$ cat config.mk
export PLATFORM = sky130hd
export DESIGN_NAME = wsg_ctrl
export DESIGN_NICKNAME = d
export VERILOG_FILES = /design/src/sv/wsg_pkg.sv /design/src/sv/wsg_ctrl.sv
export SDC_FILE = /design/constraint.sdc
export NUM_CORES = 1
export LEC_CHECK = 0
export CORE_AREA = 5 5 42 44
export CTS_CLUSTER_DIAMETER = 50
export DETAILED_ROUTE_END_ITERATION = 10
export DIE_AREA = 0 0 47 49
export DONT_BUFFER_PORTS = 1
export GPL_TIMING_DRIVEN = 0
export PLACE_DENSITY = 0.45
export SYNTH_ARGS = -nofsm -noshare
export SYNTH_HDL_FRONTEND = slang
export SYNTH_SLANG_ARGS = --single-unit
$ cat constraint.sdc
create_clock -name clk -period 2.45 [get_ports clk]
set_clock_uncertainty 0.1 [all_clocks]
set_input_delay 0.3675 -clock clk [delete_from_list [all_inputs] [get_ports clk]]
set_output_delay 0.3675 -clock clk [all_outputs]
set_load 0.02 [all_outputs]
$ cat src/sv/wsg_pkg.sv
// wsg_pkg: shared constants, types and a helper function of the wavetable sound generator
// used by the channel interfaces, the controller, the datapath and the top level
// no dependencies

package wsg_pkg;

  // item operation codes
  localparam logic [2:0] FUNC_REG_WR   = 3'd0;
  localparam logic [2:0] FUNC_WAVE_WR  = 3'd1;
  localparam logic [2:0] FUNC_BURST_WR = 3'd2;
  localparam logic [2:0] FUNC_TRIGGER  = 3'd3;
  localparam logic [2:0] FUNC_TICK     = 3'd4;

  // configuration register indexes
  localparam int CFG_IDX_W  = 2;
  localparam int CFG_DATA_W = 13;
  localparam logic [CFG_IDX_W-1:0] CFG_LAYOUT  = 2'd0;
  localparam logic [CFG_IDX_W-1:0] CFG_PERCENT = 2'd1;
  localparam logic [CFG_IDX_W-1:0] CFG_BURST   = 2'd2;

  // field widths
  localparam int FUNC_W   = 3;
  localparam int RIDX_W   = 5;
  localparam int BYTE_W   = 8;
  localparam int WSEL_W   = 3;
  localparam int POS_W    = 12;
  localparam int PCM_W    = 16;
  localparam int PCT_W    = 7;
  localparam int BLEN_W   = 13;

  // sound register file and waveform store
  localparam int SREG_DEPTH = 32;
  localparam int WAVE_LEN   = 32;
  localparam int WAVE_AW    = WSEL_W + $clog2(WAVE_LEN);
  localparam int WAVE_DEPTH = 1 << WAVE_AW;

  // voices; only phase bits 17:13 are ever looked at, so 18 bits of phase suffice
  localparam int VOICES   = 3;
  localparam logic [1:0] VOICE_LAST = 2'd2;
  localparam int PHASE_W  = 18;
  localparam int PHASE_LO = 13;

  // arithmetic widths: three 255 x 128 products plus one burst byte fit 19 bits signed
  localparam int PROD_W   = BYTE_W + 1 + BYTE_W;
  localparam int ACC_W    = 19;
  localparam int SCALE_W  = 7;
  localparam int SCALED_W = ACC_W + SCALE_W + 1;

  // scale = floor(64 * percent / 100) = (percent * 10486) >> 14 for every 7-bit percent
  localparam int RECIP_W   = 21;
  localparam int RECIP_SH  = 14;
  localparam logic [RECIP_W-1:0] SCALE_RECIP = 21'd10486;
  localparam logic [SCALE_W-1:0] SCALE_RST   = 7'd64;

  // burst defaults
  localparam int BURST_DEPTH_DEF = 4096;
  localparam logic [BLEN_W-1:0] BLEN_RST = 13'd4096;

  // saturation limits
  localparam logic [PCM_W-1:0] PCM_MAX = 16'h7fff;
  localparam logic [PCM_W-1:0] PCM_MIN = 16'h8000;

  // controller to datapath commands
  typedef struct packed {
    logic       accept;      // an input item is taken this cycle
    logic       tick_start;  // decode the register file and latch the voices
    logic       burst_step;  // seed the sum with the burst byte and advance the burst
    logic       mac;         // add one voice product
    logic [1:0] rd_sel;      // voice whose waveform entry is fetched
    logic [1:0] mac_sel;     // voice whose product is added
    logic       scale;       // apply master volume
    logic       load_out;    // saturate into the output register, advance phases
  } wsg_cmd_t;

  function automatic logic [SCALE_W-1:0] pct_to_scale(input logic [PCT_W-1:0] pct);
    logic [RECIP_W-1:0] p;
    p = RECIP_W'(pct) * SCALE_RECIP;
    return p[RECIP_SH +: SCALE_W];
  endfunction

endpackage

$ cat src/sv/wsg_ctrl.sv
// wsg_ctrl: sequencer of the wavetable sound generator, one sample tick at a time
// depends on wsg_pkg for operation codes and the command struct

module wsg_ctrl (
  input  logic                       clk,
  input  logic                       rst_n,
  input  logic                       in_valid,
  input  logic [wsg_pkg::FUNC_W-1:0] in_func,
  output logic                       in_ready,
  input  logic                       out_ready,
  output logic                       out_valid,
  output wsg_pkg::wsg_cmd_t          cmd
);

  localparam logic [2:0] S_IDLE  = 3'd0;
  localparam logic [2:0] S_READ  = 3'd1;
  localparam logic [2:0] S_MAC   = 3'd2;
  localparam logic [2:0] S_SCALE = 3'd3;
  localparam logic [2:0] S_OUT   = 3'd4;

  logic [2:0] state_r, state_nxt;
  logic [1:0] vcnt_r, vcnt_nxt;
  logic       out_valid_r, out_valid_nxt;
  logic       in_ready_c;

  // next state and commands
  always_comb begin
    state_nxt  = state_r;
    vcnt_nxt   = vcnt_r;
    in_ready_c = 1'b0;
    cmd        = '0;
    case (state_r)
      S_IDLE: begin
        in_ready_c = 1'b1;
        cmd.accept = in_valid;
        if (in_valid && (in_func == wsg_pkg::FUNC_TICK)) begin
          cmd.tick_start = 1'b1;
          state_nxt      = S_READ;
        end
      end
      S_READ: begin
        cmd.burst_step = 1'b1;
        cmd.rd_sel     = 2'd0;
        state_nxt      = S_MAC;
      end
      S_MAC: begin
        cmd.mac     = 1'b1;
        cmd.mac_sel = vcnt_r;
        cmd.rd_sel  = vcnt_r + 2'd1;
        if (vcnt_r == wsg_pkg::VOICE_LAST) begin
          vcnt_nxt  = 2'd0;
          state_nxt = S_SCALE;
        end else begin
          vcnt_nxt = vcnt_r + 2'd1;
        end
      end
      S_SCALE: begin
        cmd.scale = 1'b1;
        state_nxt = S_OUT;
      end
      S_OUT: begin
        if (!out_valid_r || out_ready) begin
          cmd.load_out = 1'b1;
          state_nxt    = S_IDLE;
        end
      end
      default: begin
        state_nxt = S_IDLE;
        vcnt_nxt  = 2'd0;
      end
    endcase
  end

  // output register valid flag
  always_comb begin
    if (cmd.load_out) begin
      out_valid_nxt = 1'b1;
    end else if (out_ready) begin
      out_valid_nxt = 1'b0;
    end else begin
      out_valid_nxt = out_valid_r;
    end
  end

  always_ff @(posedge clk) begin
    if (!rst_n) begin
      state_r     <= S_IDLE;
      vcnt_r      <= 2'd0;
      out_valid_r <= 1'b0;
    end else begin
      state_r     <= state_nxt;
      vcnt_r      <= vcnt_nxt;
      out_valid_r <= out_valid_nxt;
    end
  end

  assign in_ready  = in_ready_c;
  assign out_valid = out_valid_r;

  // a tick taken in idle starts the fetch right away
  a_tick_starts: assert property (@(posedge clk) disable iff (!rst_n)
    (in_valid && in_ready && (in_func == wsg_pkg::FUNC_TICK)) |=> (state_r == S_READ))
    else $error("tick item did not start the sequence");

  // voice counter only moves while accumulating
  a_vcnt_idle: assert property (@(posedge clk) disable iff (!rst_n)
    (state_r != S_MAC) |-> (vcnt_r == 2'd0))
    else $error("voice counter left nonzero outside accumulation");

  // a finished tick waits while the earlier result is still held
  a_out_stall: assert property (@(posedge clk) disable iff (!rst_n)
    (state_r == S_OUT && out_valid_r && !out_ready) |=> (state_r == S_OUT))
    else $error("result overwrote a pending item");

  // a new result only comes from the output stage
  a_out_origin: assert property (@(posedge clk) disable iff (!rst_n)
    $rose(out_valid_r) |-> ($past(state_r) == S_OUT))
    else $error("result raised outside the output stage");

endmodule

# Word-level counts from Yosys, hierarchy flattened
# Cells that the tools add are included.
# classes
muxes,18
n_eq_ne,9
n_reduce_logical,7
n_addsub,1
# ops
cell,count
$pmux W3 S5,1
$mux W1,9
$mux W3,3
$mux W2,4
$eq A3 B2 Y1 const B,2
$eq A3 B3 Y1 const B,2
$ne A2 B2 Y1 const B,3
$pmux W2 S2,1
$reduce_or A4 Y1,1
$eq A3 B1 Y1 const B,1
$logic_not A3 Y1,1
$reduce_and A3 Y1,1
$add A2 B1 Y2 const B,1
$eq A2 B2 Y1 const B,1
$reduce_bool A2 Y1,1
$logic_and A1 B1 Y1,1
$logic_not A1 Y1,1
$logic_or A1 B1 Y1,1
# word_totals
in_bits,7
register_bits,6

# Depth between registers and ports, before layout
# depth
depth_word,5
depth_mapped,5
mapped_depth_nobuf,4

# Worst setup path before layout
# OpenSTA, ideal clock, no wires.
# synth_path
path_type,register -> output
from,reg state_r[1]
to,out cmd[8] (netlist name)
slack_ps,652
stages_incl_launch_ff,4
t_arrival_ps,1331
required_ps,1982
n_path_buf,1
cell_sequence,dfxtp_1 buf_4 nor3_1 and2_1
# synth_rtl
element,line_no,source
from (decl),wsg_ctrl.sv:21,"logic [2:0] state_r, state_nxt;"
from (signal assigned),wsg_ctrl.sv:91,state_r <= state_nxt;
to (decl),wsg_ctrl.sv:12,output wsg_pkg::wsg_cmd_t cmd

==> key figures <==
Clocking
  • Clk sinks: 6
  • Clock latency on the worst-skew pair: 0.24 ns
  • H-tree lvl count: 1
  • Cts repair resizes: 0
  • TritonCTS Buffers: 3
  • Setup Fix Bufs, Post-CTS: 0
  • CTS tree: yes
  • CTS clk-pin slew, worst paths: 0.05 ns
  • Longest Clk Path Bufs: 2
  • Clock Tree Root: clkbuf_4
  • Hold buffers post-CTS: 0

Synthesis
  • Total nets after synthesis: 56
  • Netlist cell types: 26
  • Synthesized area: 403 µm²
  • Ys Warns: 0
  • Sequential element share of the synthesized area: 29.8%
  • #FFs+latches synth: 6
  • Mean Syn Cell Area: 8.76 µm²
  • Synth Instances: 46

Route
  • First-pass detailed-route iteration total: 2
  • Final ANT Viol Nets: 0
  • Residual DRC count: 0
  • Via density: 4.69
  • Routed wire per std cell: 11.6 µm
  • First DRT Iteration DRCs: 6
  • Via count: 305
  • WL final: 756 µm

STA
  • Slew Viols, Final: 0
  • Endpoints failing hold: 0
  • Worst Max-Slew Pin Slew: 0.741 ns
  • Shortest period the worst path allows: 2.12 ns
  • RSZ-0062 raised after global routing: no
  • Fmax: 471 MHz
  • Slew headroom: 50.2%
  • Setup_tns: 0 ns
  • Final worst slack: 0.326 ns
  • Endpoints failing setup: 0
  • Tcrit/Tclk final: 86.7%

Global route
  • Vias in the first global route: 312
  • Global-route wire length before repair: 1280 µm
  • GRT overflow: 0
  • GRT Util Overall: 7.83%
  • Pin count of the biggest net entering global routing: 11
  • Initial antenna violation count: 0

Power
  • Sw Share: 22.6%
  • Sequential share of power: 47.6%
  • Combinational group share of total power: 9.5%
  • VDD IR max: 132 µV
  • PwrDens: 471 nW/µm²
  • Static Leak: 0.000170 µW
  • Clock network fraction of design power: 42.9%
  • Sw Pwr: 47.4 µW
  • Internal power: 162 µW

Worst hold path
  • HP Class: in2reg
  • WHS Path Cells: 2
  • Hold Path End: out_valid$_SDFFE_PN0P_
  • Hold Crit Start: out_ready

Worst setup path
  • Critical path class: reg2out
  • Worst Path Arrival: 1.66 ns
  • Crit Reg-Reg Endpoint: vcnt_r[1]$_SDFFE_PN0N_
  • Maximum fanout along the worst path: 9
  • R2r startpoint: state_r[0]$_SDFFE_PN0P_
  • R2r setup slk: 1.21 ns
  • Worst setup EP type: output port
  • Startpoint type of the worst setup path: register
  • R2R cell count: 4
  • Worst EP required: 1.98 ns

Place
  • Port bufs: 0
  • Gpl congestion: 0.642
  • Pre-CTS setup slack: 0.560 ns
  • Placed Cells: 62
  • Placed inst area: 423 µm²
  • Detailed placement HPWL: 588 µm

Run
  • Number of max-cap violations: 0

Floorplanning
  • Num rows: 14
  • Die Ht: 49 µm
  • Die Footprint: 2300 µm²
  • Core Area: 1400 µm²
  • IO Pins: 19
  • Die Wd: 47 µm
  • Initial Util: 28.7%

Cells and area
  • Most frequent cells in the layout: dfxtp_1 (6), nand2_1 (4)
  • Utilization after layout: 31.8%
  • ANT cells: 0
  • Most common cell after layout, fill and taps aside: dfxtp_1
  • Finished Layout Cells: 65
  • Area grow syn2layout: 10.6%
  • Layout cell share with drive strength beyond 1: 18.4%
  • Final Net Count: 61
  • Final instance area: 445 µm²

Run status
  • Status: finished clean
-- cell type report --
cell class / count / area, µm²
Inverter: 3 / 12.5
Tap cell: 16 / 20.0
Buffer: 5 / 35.0
Clock buffer: 3 / 22.5
Multi-Input combinational cell: 32 / 235
Sequential cell: 6 / 120
Fill cell: 162 / 956
-- worst max-delay path by stage --
stage | from | end | slack [ns] | cells past startpoint
final | state_r[1]$_SDFFE_PN0P_ | cmd[8] | 0.33 | 3
after global routing | state_r[1]$_SDFFE_PN0P_ | cmd[8] | 0.26 | 3
after CTS | state_r[1]$_SDFFE_PN0P_ | cmd[8] | 0.29 | 3
after detailed placement | state_r[1]$_SDFFE_PN0P_ | cmd[8] | 0.56 | 3
after global placement | state_r[1]$_SDFFE_PN0P_ | cmd[8] | 0.56 | 3
after floorplan | state_r[1]$_SDFFE_PN0P_ | cmd[8] | 0.65 | 3
-- per-layer routing --
metal / share of wire, % / global-route usage, % / routed length, µm / vias up
met5: 0 / 0 / 0 / -
met4: 1.9 / 6.91 / 14 / 0
met3: 5.0 / 2.21 / 38 / 2
met2: 47 / 9.28 / 355 / 8
met1: 46 / 10.8 / 348 / 131
li1: - / - / - / 164
-- sequential cells by signal, summed over array words and instances (netlist names) --
| signal | cells |
|---|---|
| out_valid | 1 |
| state_r | 3 |
| vcnt_r | 2 |
-- power by group through the flow --
stage / registers (µW) / logic [µW] / clock network [µW]
after detailed placement: 102 / 20.4 / 0
after global routing: 99.6 / 22.4 / 103
after floorplan: 102 / 17.9 / 0
after CTS: 99.7 / 20.5 / 96.6
final: 99.8 / 20.0 / 90.0
after global placement: 102 / 20.4 / 0
-- worst max-delay path, cell delays in order, from the launching register on --
cell,delay (ns)
dfxtp_1,0.29
buf_4,0.15
nor3_1,0.63
and2_1,0.35
-- cells by family after synthesis --
| logic type | synth area share, % |
|---|---|
| and+or+nand+nor | 34.8 |
| buffers and inverters | 11.8 |
| DFF | 29.8 |
| AOI/OAI and AO/OA | 9.32 |
| adders and majority gates | 9.32 |
| xor gates and xnor gates | 2.17 |
| muxes | 2.79 |
-- stage by stage --
stage / total power (µW) / hold WS (ns)
floorplan: 119 / 0.363
global placement: 122 / 0.383
detailed placement: 122 / 0.391
CTS: 217 / 0.217
global route: 225 / 0.220
finish: 210 / 0.224
-- cell usage after synthesis --
cell	instances	area share [%]
nor2b_1	1	1.6
a21boi_1	1	1.9
ha_1	3	9.3
inv_1	2	1.9
nand2_1	4	3.7
or3b_1	2	4.3
dfxtp_1	6	30
clkbuf_1	1	0.93
mux2_2	1	2.8
nand2b_1	1	1.6
buf_6	1	2.8
o2bb2ai_1	1	2.2
buf_2	1	1.2
and2_1	3	4.7
and3b_1	1	2.2
buf_4	2	3.7
o22ai_1	2	3.1
nor3b_1	2	3.7
a22o_1	1	2.2
clkinv_2	1	1.2
xnor2_1	1	2.2
nor2_1	3	2.8
nor4b_1	1	2.2
nor4bb_1	2	5.0
nor3_1	1	1.2
nand3b_1	1	1.9
(Power assumes the default switching activity.)
